$ cat src/hw/rtl/pimu_pkg.sv
package pimu_pkg;

	localparam int DEF_MAX_TASKS   = 16;
	localparam int DEF_NUM_MUTEXES = 16;
	localparam int DEF_PRIO_BITS   = 8;

	localparam logic [1:0] REQ_CREATE = 2'd0;
	localparam logic [1:0] REQ_INIT   = 2'd1;
	localparam logic [1:0] REQ_TAKE   = 2'd2;
	localparam logic [1:0] REQ_GIVE   = 2'd3;

	localparam logic [2:0] RES_CREATED   = 3'd0;
	localparam logic [2:0] RES_INITED    = 3'd1;
	localparam logic [2:0] RES_GRANTED   = 3'd2;
	localparam logic [2:0] RES_BLOCKED   = 3'd3;
	localparam logic [2:0] RES_RELEASED  = 3'd4;
	localparam logic [2:0] RES_NOT_OWNER = 3'd5;

	localparam logic [1:0] TS_READY = 2'd1;
	localparam logic [1:0] TS_WAIT  = 2'd2;

	// Folds a 4-bit index into the range 0 .. n-1 by repeated subtraction.
	function automatic logic [3:0] wrap_idx(input logic [3:0] v, input int unsigned n);
		logic [4:0] r;
		r = {1'b0, v};
		if (n == 1) begin
			r = '0;
		end else begin
			for (int k = 0; k < 8; k++) begin
				if (32'(r) >= n) begin
					r = r - 5'(n);
				end
			end
		end
		return r[3:0];
	endfunction

endpackage

$ cat src/hw/rtl/priority_inheritance_mutex_unit_core.sv
// Create, init, a granted take and a refused give go from S_EVAL to S_DONE to put their result
// out, a blocked take also passes S_OWN, and a give by the owner passes S_WAKE and S_INH:
// it makes two passes over the task memory, one entry per cycle.
// One request is in work at a time; the next is accepted the cycle after its result moves to
// the output register.
// Reset is asynchronous and clears both tables at once through per-entry valid bits.
module priority_inheritance_mutex_unit_core import pimu_pkg::*; #(
	parameter int MAX_TASKS   = DEF_MAX_TASKS,
	parameter int NUM_MUTEXES = DEF_NUM_MUTEXES,
	parameter int PRIO_BITS   = DEF_PRIO_BITS
) (
	input  logic       clk,
	input  logic       arst_n,
	input  logic       in_valid,
	output logic       in_ready,
	input  logic [1:0] req_type,
	input  logic [3:0] task_id,
	input  logic [3:0] mutex_id,
	input  logic [7:0] priority_req,
	output logic       out_valid,
	input  logic       out_ready,
	output logic [2:0] status,
	output logic       yield_needed,
	output logic [7:0] task_priority,
	output logic [3:0] holder_task,
	output logic       holder_valid
);

	localparam int TW = $clog2(MAX_TASKS);
	localparam int MW = (NUM_MUTEXES > 1) ? $clog2(NUM_MUTEXES) : 1;
	localparam int PW = PRIO_BITS;
	localparam int CW = $clog2(MAX_TASKS + 1);

	typedef struct packed {
		logic [1:0]    st;
		logic [PW-1:0] base;
		logic [PW-1:0] eff;
		logic [MW-1:0] wmtx;
		logic          wv;
	} task_ent_t;

	typedef struct packed {
		logic          held;
		logic [TW-1:0] owner;
	} mtx_ent_t;

	localparam int TEW = $bits(task_ent_t);
	localparam int MEW = $bits(mtx_ent_t);

	typedef enum logic [2:0] {
		S_IDLE, S_EVAL, S_OWN, S_WAKE, S_INH, S_DONE
	} state_t;

	state_t        state_q;
	logic [1:0]    req_q;
	logic [TW-1:0] t_q;
	logic [TW-1:0] o_q;
	logic [MW-1:0] m_q;
	logic [PW-1:0] prio_q;
	task_ent_t     tent_q;
	logic [PW-1:0] best_q;
	logic          yld_q;
	logic [CW-1:0] cnt_q;
	logic          v_s1;
	logic [TW-1:0] idx_s1;
	logic          v_s2;
	logic [PW-1:0] eff_s2;

	logic [2:0]    res_status_q;
	logic          res_yld_q;
	logic [PW-1:0] res_prio_q;
	logic [TW-1:0] res_hold_q;
	logic          res_hv_q;

	logic          out_valid_q;
	logic [2:0]    status_q;
	logic          yield_q;
	logic [PW-1:0] prio_out_q;
	logic [TW-1:0] hold_q;
	logic          hv_q;

	logic [TW-1:0]  in_t;
	logic [MW-1:0]  in_m;
	logic           t_we;
	logic [TW-1:0]  t_waddr;
	task_ent_t      t_wdata;
	logic [TW-1:0]  t_raddr;
	logic [TEW-1:0] t_rdata;
	task_ent_t      t_rd;
	logic           m_we;
	logic [MW-1:0]  m_waddr;
	mtx_ent_t       m_wdata;
	logic [MW-1:0]  m_raddr;
	logic [MEW-1:0] m_rdata;
	mtx_ent_t       m_rd;

	logic          owns;
	logic          cnt_run;
	logic [TW-1:0] cnt_idx;
	logic          wake_hit;
	logic          inh_end;

	assign in_t    = TW'(wrap_idx(task_id, MAX_TASKS));
	assign in_m    = MW'(wrap_idx(mutex_id, NUM_MUTEXES));
	assign t_rd    = t_rdata;
	assign m_rd    = m_rdata;
	assign owns    = m_rd.held && (m_rd.owner == t_q);
	assign cnt_run = (cnt_q < CW'(MAX_TASKS));
	assign cnt_idx = cnt_q[TW-1:0];
	assign wake_hit = v_s1 && (t_rd.st == TS_WAIT) && t_rd.wv && (t_rd.wmtx == m_q);
	assign inh_end = !cnt_run && !v_s1 && !v_s2;

	pimu_ram #(.DEPTH(MAX_TASKS), .WIDTH(TEW)) u_task_ram (
		.clk    (clk),
		.arst_n (arst_n),
		.we     (t_we),
		.waddr  (t_waddr),
		.wdata  (t_wdata),
		.raddr  (t_raddr),
		.rdata  (t_rdata)
	);

	pimu_ram #(.DEPTH(NUM_MUTEXES), .WIDTH(MEW)) u_mtx_ram (
		.clk    (clk),
		.arst_n (arst_n),
		.we     (m_we),
		.waddr  (m_waddr),
		.wdata  (m_wdata),
		.raddr  (m_raddr),
		.rdata  (m_rdata)
	);

	// Memory port control. Reads are registered in the RAM; the sequence never reads an
	// entry in the same cycle that it writes it, except where the old value is wanted.
	always_comb begin
		t_we    = 1'b0;
		t_waddr = t_q;
		t_wdata = t_rd;
		t_raddr = '0;
		m_we    = 1'b0;
		m_waddr = m_q;
		m_wdata = '0;
		m_raddr = '0;
		unique case (state_q)
			S_IDLE: begin
				t_raddr = in_t;
				m_raddr = in_m;
			end
			S_EVAL: begin
				unique case (req_q)
					REQ_CREATE: begin
						t_we    = 1'b1;
						t_wdata = '{st: TS_READY, base: prio_q, eff: prio_q, wmtx: '0, wv: 1'b0};
					end
					REQ_INIT: begin
						m_we = 1'b1;
					end
					REQ_TAKE: begin
						t_we = 1'b1;
						if (!m_rd.held) begin
							m_we         = 1'b1;
							m_wdata      = '{held: 1'b1, owner: t_q};
							t_wdata.wmtx = '0;
							t_wdata.wv   = 1'b0;
						end else begin
							t_wdata.st   = TS_WAIT;
							t_wdata.wmtx = m_q;
							t_wdata.wv   = 1'b1;
							t_raddr      = m_rd.owner;
						end
					end
					REQ_GIVE: begin
						m_we = owns;
					end
					default: begin
					end
				endcase
			end
			S_OWN: begin
				// Priority inheritance: lift the owner to the blocked taker's level.
				t_waddr     = o_q;
				t_we        = (tent_q.eff > t_rd.eff);
				t_wdata.eff = tent_q.eff;
			end
			S_WAKE: begin
				t_raddr      = cnt_idx;
				t_waddr      = idx_s1;
				t_we         = wake_hit;
				t_wdata.st   = TS_READY;
				t_wdata.wmtx = '0;
				t_wdata.wv   = 1'b0;
			end
			S_INH: begin
				t_raddr     = cnt_idx;
				m_raddr     = t_rd.wmtx;
				t_we        = inh_end;
				t_wdata     = tent_q;
				t_wdata.eff = best_q;
			end
			S_DONE: begin
			end
			default: begin
			end
		endcase
	end

	always_ff @(posedge clk or negedge arst_n) begin
		if (!arst_n) begin
			state_q      <= S_IDLE;
			req_q        <= REQ_CREATE;
			t_q          <= '0;
			o_q          <= '0;
			m_q          <= '0;
			prio_q       <= '0;
			tent_q       <= '0;
			best_q       <= '0;
			yld_q        <= 1'b0;
			cnt_q        <= '0;
			v_s1         <= 1'b0;
			idx_s1       <= '0;
			v_s2         <= 1'b0;
			eff_s2       <= '0;
			res_status_q <= RES_CREATED;
			res_yld_q    <= 1'b0;
			res_prio_q   <= '0;
			res_hold_q   <= '0;
			res_hv_q     <= 1'b0;
			out_valid_q  <= 1'b0;
			status_q     <= RES_CREATED;
			yield_q      <= 1'b0;
			prio_out_q   <= '0;
			hold_q       <= '0;
			hv_q         <= 1'b0;
		end else begin
			if (out_valid_q && out_ready && (state_q != S_DONE)) begin
				out_valid_q <= 1'b0;
			end
			unique case (state_q)
				S_IDLE: begin
					if (in_valid) begin
						req_q   <= req_type;
						t_q     <= in_t;
						m_q     <= in_m;
						prio_q  <= PW'(priority_req);
						state_q <= S_EVAL;
					end
				end
				S_EVAL: begin
					tent_q <= t_rd;
					unique case (req_q)
						REQ_CREATE: begin
							res_status_q <= RES_CREATED;
							res_yld_q    <= 1'b0;
							res_prio_q   <= prio_q;
							res_hold_q   <= m_rd.owner;
							res_hv_q     <= m_rd.held;
							state_q      <= S_DONE;
						end
						REQ_INIT: begin
							res_status_q <= RES_INITED;
							res_yld_q    <= 1'b0;
							res_prio_q   <= t_rd.eff;
							res_hold_q   <= '0;
							res_hv_q     <= 1'b0;
							state_q      <= S_DONE;
						end
						REQ_TAKE: begin
							res_yld_q  <= m_rd.held;
							res_prio_q <= t_rd.eff;
							res_hv_q   <= 1'b1;
							if (!m_rd.held) begin
								res_status_q <= RES_GRANTED;
								res_hold_q   <= t_q;
								state_q      <= S_DONE;
							end else begin
								res_status_q <= RES_BLOCKED;
								res_hold_q   <= m_rd.owner;
								o_q          <= m_rd.owner;
								state_q      <= S_OWN;
							end
						end
						REQ_GIVE: begin
							if (owns) begin
								yld_q   <= 1'b0;
								best_q  <= t_rd.base;
								cnt_q   <= '0;
								v_s1    <= 1'b0;
								v_s2    <= 1'b0;
								state_q <= S_WAKE;
							end else begin
								res_status_q <= RES_NOT_OWNER;
								res_yld_q    <= 1'b0;
								res_prio_q   <= t_rd.eff;
								res_hold_q   <= m_rd.owner;
								res_hv_q     <= m_rd.held;
								state_q      <= S_DONE;
							end
						end
						default: begin
							state_q <= S_DONE;
						end
					endcase
				end
				S_OWN: begin
					state_q <= S_DONE;
				end
				S_WAKE: begin
					v_s1   <= cnt_run;
					idx_s1 <= cnt_idx;
					if (cnt_run) begin
						cnt_q <= cnt_q + 1'b1;
					end
					if (wake_hit && (t_rd.eff > tent_q.eff)) begin
						yld_q <= 1'b1;
					end
					if (!cnt_run && !v_s1) begin
						cnt_q   <= '0;
						state_q <= S_INH;
					end
				end
				S_INH: begin
					// Stage one has the task entry and reads its awaited mutex;
					// stage two checks whether the giver still owns that mutex.
					v_s1   <= cnt_run;
					idx_s1 <= cnt_idx;
					if (cnt_run) begin
						cnt_q <= cnt_q + 1'b1;
					end
					v_s2   <= v_s1 && (t_rd.st == TS_WAIT) && t_rd.wv;
					eff_s2 <= t_rd.eff;
					if (v_s1 && (idx_s1 == t_q)) begin
						tent_q <= t_rd;
					end
					if (v_s2 && m_rd.held && (m_rd.owner == t_q) && (eff_s2 > best_q)) begin
						best_q <= eff_s2;
					end
					if (inh_end) begin
						res_status_q <= RES_RELEASED;
						res_yld_q    <= yld_q;
						res_prio_q   <= best_q;
						res_hold_q   <= '0;
						res_hv_q     <= 1'b0;
						state_q      <= S_DONE;
					end
				end
				S_DONE: begin
					if (!out_valid_q || out_ready) begin
						out_valid_q <= 1'b1;
						status_q    <= res_status_q;
						yield_q     <= res_yld_q;
						prio_out_q  <= res_prio_q;
						hold_q      <= res_hold_q;
						hv_q        <= res_hv_q;
						state_q     <= S_IDLE;
					end
				end
				default: begin
					state_q <= S_IDLE;
				end
			endcase
		end
	end

	assign in_ready      = (state_q == S_IDLE);
	assign out_valid     = out_valid_q;
	assign status        = status_q;
	assign yield_needed  = yield_q;
	assign task_priority = 8'(prio_out_q);
	assign holder_task   = 4'(hold_q);
	assign holder_valid  = hv_q;

	a_idle_no_write: assert property (@(posedge clk) disable iff (!arst_n)
		(state_q == S_IDLE) |-> (!t_we && !m_we))
		else $error("table written while no request is in work");

	a_cnt_range: assert property (@(posedge clk) disable iff (!arst_n)
		cnt_q <= CW'(MAX_TASKS))
		else $error("scan counter ran past the task table");

	a_blocked_yield: assert property (@(posedge clk) disable iff (!arst_n)
		(out_valid && (status == RES_BLOCKED)) |-> (yield_needed && holder_valid))
		else $error("blocked result without yield or owner");

	a_release_free: assert property (@(posedge clk) disable iff (!arst_n)
		(out_valid && (status == RES_RELEASED)) |-> !holder_valid)
		else $error("released mutex still reports an owner");

endmodule

$ cat src/hw/rtl/pimu_ram.sv
module pimu_ram #(
	parameter int DEPTH = 16,
	parameter int WIDTH = 8,
	localparam int AW = (DEPTH > 1) ? $clog2(DEPTH) : 1
) (
	input  logic             clk,
	input  logic             arst_n,
	input  logic             we,
	input  logic [AW-1:0]    waddr,
	input  logic [WIDTH-1:0] wdata,
	input  logic [AW-1:0]    raddr,
	output logic [WIDTH-1:0] rdata
);

	logic [WIDTH-1:0] mem_q [DEPTH];
	logic [DEPTH-1:0] vld_q;
	logic [WIDTH-1:0] rdata_q;

	always_ff @(posedge clk) begin
		if (we) begin
			mem_q[waddr] <= wdata;
		end
	end

	// An entry never written since reset reads as zero.
	always_ff @(posedge clk or negedge arst_n) begin
		if (!arst_n) begin
			vld_q <= '0;
		end else if (we) begin
			vld_q[waddr] <= 1'b1;
		end
	end

	always_ff @(posedge clk) begin
		rdata_q <= vld_q[raddr] ? mem_q[raddr] : '0;
	end

	assign rdata = rdata_q;

endmodule
$ cat config.mk
export PLATFORM = sky130hd
export DESIGN_NAME = priority_inheritance_mutex_unit_core
export DESIGN_NICKNAME = d
export VERILOG_FILES = /design/src/hw/rtl/pimu_pkg.sv /design/src/hw/rtl/priority_inheritance_mutex_unit_core.sv /design/src/hw/rtl/pimu_ram.sv
export SDC_FILE = /design/constraint.sdc
export NUM_CORES = 1
export LEC_CHECK = 0
export ABC_AREA = 1
export BUFFER_PORTS_ARGS = -buffer_cell sky130_fd_sc_hd__buf_2
export CORE_ASPECT_RATIO = 1.75
export CORE_UTILIZATION = 45
export CTS_CLUSTER_SIZE = 30
export DETAILED_ROUTE_END_ITERATION = 6
export SLEW_MARGIN = 15
export SYNTH_ARGS = -nofsm -noshare
export SYNTH_HDL_FRONTEND = slang
export SYNTH_SLANG_ARGS = --single-unit
export TNS_END_PERCENT = 50
$ cat constraint.sdc
create_clock -name clk -period 4.5 [get_ports clk]
set_input_delay 0.675 -clock clk [delete_from_list [all_inputs] [get_ports clk]]
set_output_delay 0.675 -clock clk [all_outputs]
set_load 0.005 [all_outputs]
* After elaboration in Yosys (flattened, before gate mapping)
Memory sizes are Yosys's and may differ from the RTL's. A register that Yosys moved wholly into a read port is not among the register bits.
Cells that the tools add are included.
** Storage, ports and cells
- Register bits after elaboration :: 143
- Bits in writable memories :: 448
- Logic and storage cells :: 196
- Memories :: 2
** Memories
- u_task_ram.mem_q :: words 16, bits a word 23, read ports 1, clocked after memory_dff 1, write ports 1, line pimu_ram.sv:15 : logic [WIDTH-1:0] mem_q [DEPTH];
- u_mtx_ram.mem_q :: words 16, bits a word 5, read ports 1, clocked after memory_dff 1, write ports 1, line pimu_ram.sv:15
** Operators by class
- $add $sub $neg :: 1
- Magnitude comparators :: 10
- Equal/unequal tests :: 23
- Multiplexer cells :: 84
- Bitwise gates (word level) :: 2
- Reduce and logical (&&, ||, !) cells :: 43
** Operators with widths (count)
- $pmux W8 S2 :: 3
- $pmux W8 S3 :: 2
- $pmux W23 S2 :: 1
- $mux W5 :: 8
- $mux W8 :: 5
- $or A16 B16 Y16 :: 2
- $pmux W5 S3 :: 2
- $gt A8 B8 Y1 :: 3
- $mux W3 :: 8
- $pmux W4 S2 :: 3
- $mux W23 :: 1
- $mux W1 :: 22
- $lt A4 B5 Y1 const B :: 4
- $mux W4 :: 5
- $ne A2 B2 Y1 const B :: 9
- $pmux W3 S6 :: 1
- $mux W16 :: 1
- $pmux W4 S4 :: 1
- $logic_and A1 B1 Y1 :: 15
- $reduce_and A3 Y1 :: 5
- $eq A4 B4 Y1 :: 3
- $pmux W3 S4 :: 1
- $pmux W4 S3 :: 1
- $reduce_and A4 Y1 :: 3
- 28 further kinds :: 54

* Longest topological paths before layout
- Word-level depth :: 7
- Mapped depth :: 16

* Cells and area by module
A second synthesis with hierarchy kept.
** Second synthesis, totals
- Cell total of the unflattened synthesis :: 2867
- Area total of the unflattened synthesis :: 27565.2 µm²
** Modules (own cells, without submodules)
- pimu_ram (u_task_ram) :: instances 1, cells an instance 1663, area an instance 17107.7 µm², seq. area each 11911.4 µm²
- priority_inheritance_mutex_unit_core :: instances 1, cells an instance 757, area an instance 6097.1 µm², seq. area each 2777.7 µm²
- pimu_ram (u_mtx_ram) :: instances 1, cells an instance 447, area an instance 4360.4 µm², seq. area each 2902.8 µm²

* Worst setup path before layout
No wires, ideal clock.
- Path kind :: register to register
- Start :: register state_q[2]
- End :: memory u_task_ram.mem_q[0][0] in the netlist's numbering (enable)
- Setup time :: 0.378 ns
- Arrival :: 2.120 ns
- Data required time :: 4.122 ns
- Setup slack :: 2.002 ns
- Stages on the path, launching flop included :: 10
- Path buffers :: 2
- Period minus slack after synthesis :: 2.498 ns
- Cell sequence :: dfrtp_1 inv_2 nand2_2 nor2_4 inv_2 buf_2 o2111ai_1 buf_2 nand2_1 inv_1
** On the way
- Word-level cells in the longest chain between the ends :: 4
- Elaborated cells on any way between the ends :: 8
** Ends and longest elaborated chain
- start, declared :: line priority_inheritance_mutex_unit_core.sv:54 : state_t state_q;
- start signal, assigned :: line priority_inheritance_mutex_unit_core.sv:209 : state_q <= S_IDLE;
- start signal, assigned :: line priority_inheritance_mutex_unit_core.sv:245 : state_q <= S_EVAL;
- start signal, assigned :: line priority_inheritance_mutex_unit_core.sv:257 : state_q <= S_DONE;
- $eq A3 B3 Y1 (tied with other cells) :: line priority_inheritance_mutex_unit_core.sv:144 : unique case (state_q)
- $pmux W1 S4 :: line priority_inheritance_mutex_unit_core.sv:144
- $mux W1 :: line pimu_ram.sv:20 : if (we) begin
- $mux W1 (implied by the code) :: line pimu_ram.sv:21 : mem_q[waddr] <= wdata;
- end, declared :: line pimu_ram.sv:15
Several ways; a longest one is shown, not always the timed one.

* Worst setup path after layout
- Start :: register req_q[0]
- End :: register u_task_ram.rdata_q[12] (netlist: u_task_ram.rdata[12]), read port of u_task_ram.mem_q
** On the way
- Word-level cells in the longest chain between the ends :: 6
** Ends and longest elaborated chain
- start, declared :: line priority_inheritance_mutex_unit_core.sv:55 : logic [1:0] req_q;
- start signal, assigned :: line priority_inheritance_mutex_unit_core.sv:241 : req_q <= req_type;
- $eq A2 B2 Y1 * :: line priority_inheritance_mutex_unit_core.sv:150 : unique case (req_q)
- $mux W4 * :: line priority_inheritance_mutex_unit_core.sv:150
- $pmux W4 S3 * :: line priority_inheritance_mutex_unit_core.sv:144
- $bmux W1 S4 :: line pimu_ram.sv:35 : rdata_q <= vld_q[raddr] ? mem_q[raddr] : '0;
- $mux W1 (implied by the code) :: line pimu_ram.sv:35
- $logic_not A1 Y1 (no line)
- end, declared :: line pimu_ram.sv:17 : logic [WIDTH-1:0] rdata_q;
Mark *: on every way between the ends. The rest lies on a longest branch, timed or not. The select of a mux whose other input is x is not followed.
A chain may end at the register's enable or synchronous reset.

==> impl_metrics.ini <==
[clock_network]
cts_tree = done
postCtsSetupRepairBufs = 0
clk_pin_slew_ns = 0.07
htreeDepth = 2
clock-sinks = 619
clock_latency_ns = 0.62
cts_buffers = 55
cts_resized = 0
cts.hold.buffers_added = 1
cts_max_path_buffers = 3
cts_root_buf = clkbuf_16

[route]
dr.pass1.iters = 5
ant_nets = 0
wl_met2_mm = 39.1
wl_mm = 75.9
wl_met3_mm = 4.05
drcViolationCount = 0
drt_iter0_drc = 1979
wl_met1_mm = 29.1
top_layer = met4
num_vias = 21000
wire_per_inst_um = 20.0
viasPerCell = 5.52

[timing]
setup_viol = 0
hold_viol_final = 0
tns_ns = 0
fin_worst_skew_ns = 0.0319
holdWs_ns = 0.305
clock.fmax_mhz = 290
min_period_over_period = 0.765
rsz0062_at_grt = false
fin_crit_ns = 3.44
drv_slew = 0
slew_headroom = 0.171
worst_pin_slew_ns = 1.24

[synth]
ys_ff_latch = 619
synth_top_family_by_area = simple AND/OR/NAND/NOR gates
yosys.area_share.simple = 0.209
syn_area_sq_um = 28300
yosys.area_share.adder = 0.00884
yosysUniqueCellTypes = 43
synth_xor_area_frac = 0.00155
synth_cells = 2948
ys.flop_type = edfxtp_1
ys_async_sr_fraction = 0.231
avgSynthCellArea_sq_um = 9.60
synth_compound_area_frac = 0.0508
yosysWarnings = 0
yosysSeqAreaShare = 0.621
synth_fp_nets = 2990
synth_edf_count = 448
synthMuxAreaShare = 0.00438

[power_and_ir_drop]
p_leak_nw = 13.9
power_mw = 21.8
p_seq_frac = 0.365
p_sw_frac = 0.403
power_density_nw_per_um2 = 691
combPwrFrac = 0.397
power.internal_mw = 13.0
pwr-share-clk = 0.238
ir_drop_v = 0.000378
power.switching_mw = 8.77

[die]
core.rowCount = 121
die_w_um = 192
initial_core_util = 0.455
dieArea_sq_um = 64000
pin_count = 41
core_sq_um = 62200
fp.dieH_um = 334

[global_routing]
antenna_found_initial = 0
track_usage = 0.240
overflow = 0
grt_pass1_wl_mm = 117
grt_pass1_vias = 20400
grt_max_degree = 132

[critical_path]
cp-start-kind = flip-flop
path_cells = inv_1, ha_1, inv_1, nor2_1, nand2_4, buf_4, nand4_1, nand3_1, nand3_1, nand3_1, nand2_1, nand2_1, inv_2
max_stage_delay_ns = 0.98
crit_top_cell = nand3_1
crit_path_end_kind = flip-flop
reg2reg_slack_ns = 1.06
critical_path_arrival_ns = 3.94
path_class = reg2reg
crit_fanout = 104
required_ns = 5.00
critPathSlowestCell = buf_4

[flow_run]
maxCapViolCount = 0

[cells_and_area]
final_util = 0.506
nets = 2992
syn2layout_area_growth_pct = 11.2
n_antenna_cell = 0
drive_above_1_share = 0.0838

[place]
port_buffers = 40
place.gp.congestion = 0.895
dpl.hpwl_mm = 46.2

[run_status]
status = finished, final reports clean

[min_path]
hold_class = in2reg
==> sequential cells by signal, indices dropped and copies added (netlist names), 8 cells and up <==
register and flops:
u_task_ram.mem_q 368, u_mtx_ram.mem_q 80, tent_q 23, u_task_ram.rdata 23, u_mtx_ram.vld_q 16, u_task_ram.vld_q 16
best_q 8, eff_s2 8, prio_q 8, res_prio_q 8, task_priority 8
==> cells in the mapped netlist (4+ instances only) <==
| cell type | number | area, sq um |
|---|---|---|
| o2111ai_1 | 4 | 35.0 |
| nand3_1 | 406 | 2030 |
| o211ai_1 | 29 | 218 |
| buf_1 | 13 | 48.8 |
| clkbuf_1 | 98 | 368 |
| edfxtp_1 | 448 | 13500 |
| ha_1 | 20 | 250 |
| o22ai_1 | 13 | 81.3 |
| buf_4 | 10 | 75.1 |
| o21ai_0 | 123 | 616 |
| nor3_1 | 4 | 20.0 |
| inv_1 | 579 | 2170 |
| o221ai_1 | 14 | 123 |
| mux2_2 | 11 | 124 |
| buf_2 | 43 | 215 |
| o21a_1 | 4 | 30.0 |
| nor2_2 | 4 | 25.0 |
| a21oi_1 | 43 | 215 |
| nand4_1 | 194 | 1210 |
| nand2_1 | 578 | 2170 |
| dfxtp_1 | 28 | 561 |
| nor2_1 | 89 | 334 |
| dfrtp_1 | 143 | 3580 |
| or2_2 | 4 | 25.0 |
| inv_2 | 12 | 45.0 |
==> critical path, delay by kind of cell (launching register included) <==
kind / cells / cell delay (ns)
adders and majority gates: 1 / 0.29
and+or+nand+nor: 8 / 1.29
buffers and inverters: 4 / 1.23
DFF: 1 / 0.39
==> power by group through the flow <==
stage	sequential (mW)	combinational [mW]	clock [mW]
global route	8.02	9.54	5.46
global placement	8.05	8.46	0
finish	7.95	8.64	5.18
floorplan	7.94	5.75	0
CTS	7.94	8.61	5.28
detailed placement	8.07	8.57	0
==> cell usage in the layout (no fill, tap or decap), types with 58 or more instances in the layout <==
cell type,instances
buf_4,65
clkbuf_16,58
dfrtp_1,143
edfxtp_1,448
inv_1,579
nand2_1,576
nand3_1,403
nand4_1,194
nor2_1,88
o21ai_0,120
==> path summary, 6_finish.rpt <==
check	startpoint	endpoint	cells past startpoint
max in group asynchronous	arst_n	u_mtx_ram.vld_q[0]	3
hold reg to reg	u_task_ram.vld_q[7]	u_task_ram.vld_q[7]	2
min in group asynchronous	arst_n	prio_q[0]	2
hold / removal	priority_req[2]	prio_q[2]	2
setup / recovery	req_q[0]	u_task_ram.rdata[12]	13
setup reg to reg	req_q[0]	u_task_ram.rdata[12]	13
==> layout make-up <==
type | count | area (sq um)
fill | 5618 | 30700
sequential | 619 | 17600
multi-input combinational | 1572 | 7880
inverter | 591 | 2220
clock buffer | 64 | 1470
tap | 799 | 1000
timing repair buffer | 111 | 805
clock inverter | 40 | 507
==> cells by family after synthesis <==
kind of cell    Yosys count
flops                   619
simple gates           1290
mux                      11
buf+inv                 757
xor+xnor                  5
fa+ha+maj                20
compound gates          246
==> metal layers <==
metal	global-route usage	up-vias
met5	0	-
met4	0.114	0
met3	0.0261	196
met2	0.429	782
met1	0.284	10200
li1	-	9819
==> stage by stage <==
step,instances,area [sq um],worst slack (ns)
4_1_cts,3795,31500,1.05
5_1_grt,3796,31500,0.830
6_report,3796,31500,1.06
3_5_place_dp,3690,29500,1.07
2_1_floorplan,2948,28300,2.00
3_3_place_gp,3690,29400,1.12
(Power assumes the default switching activity.)
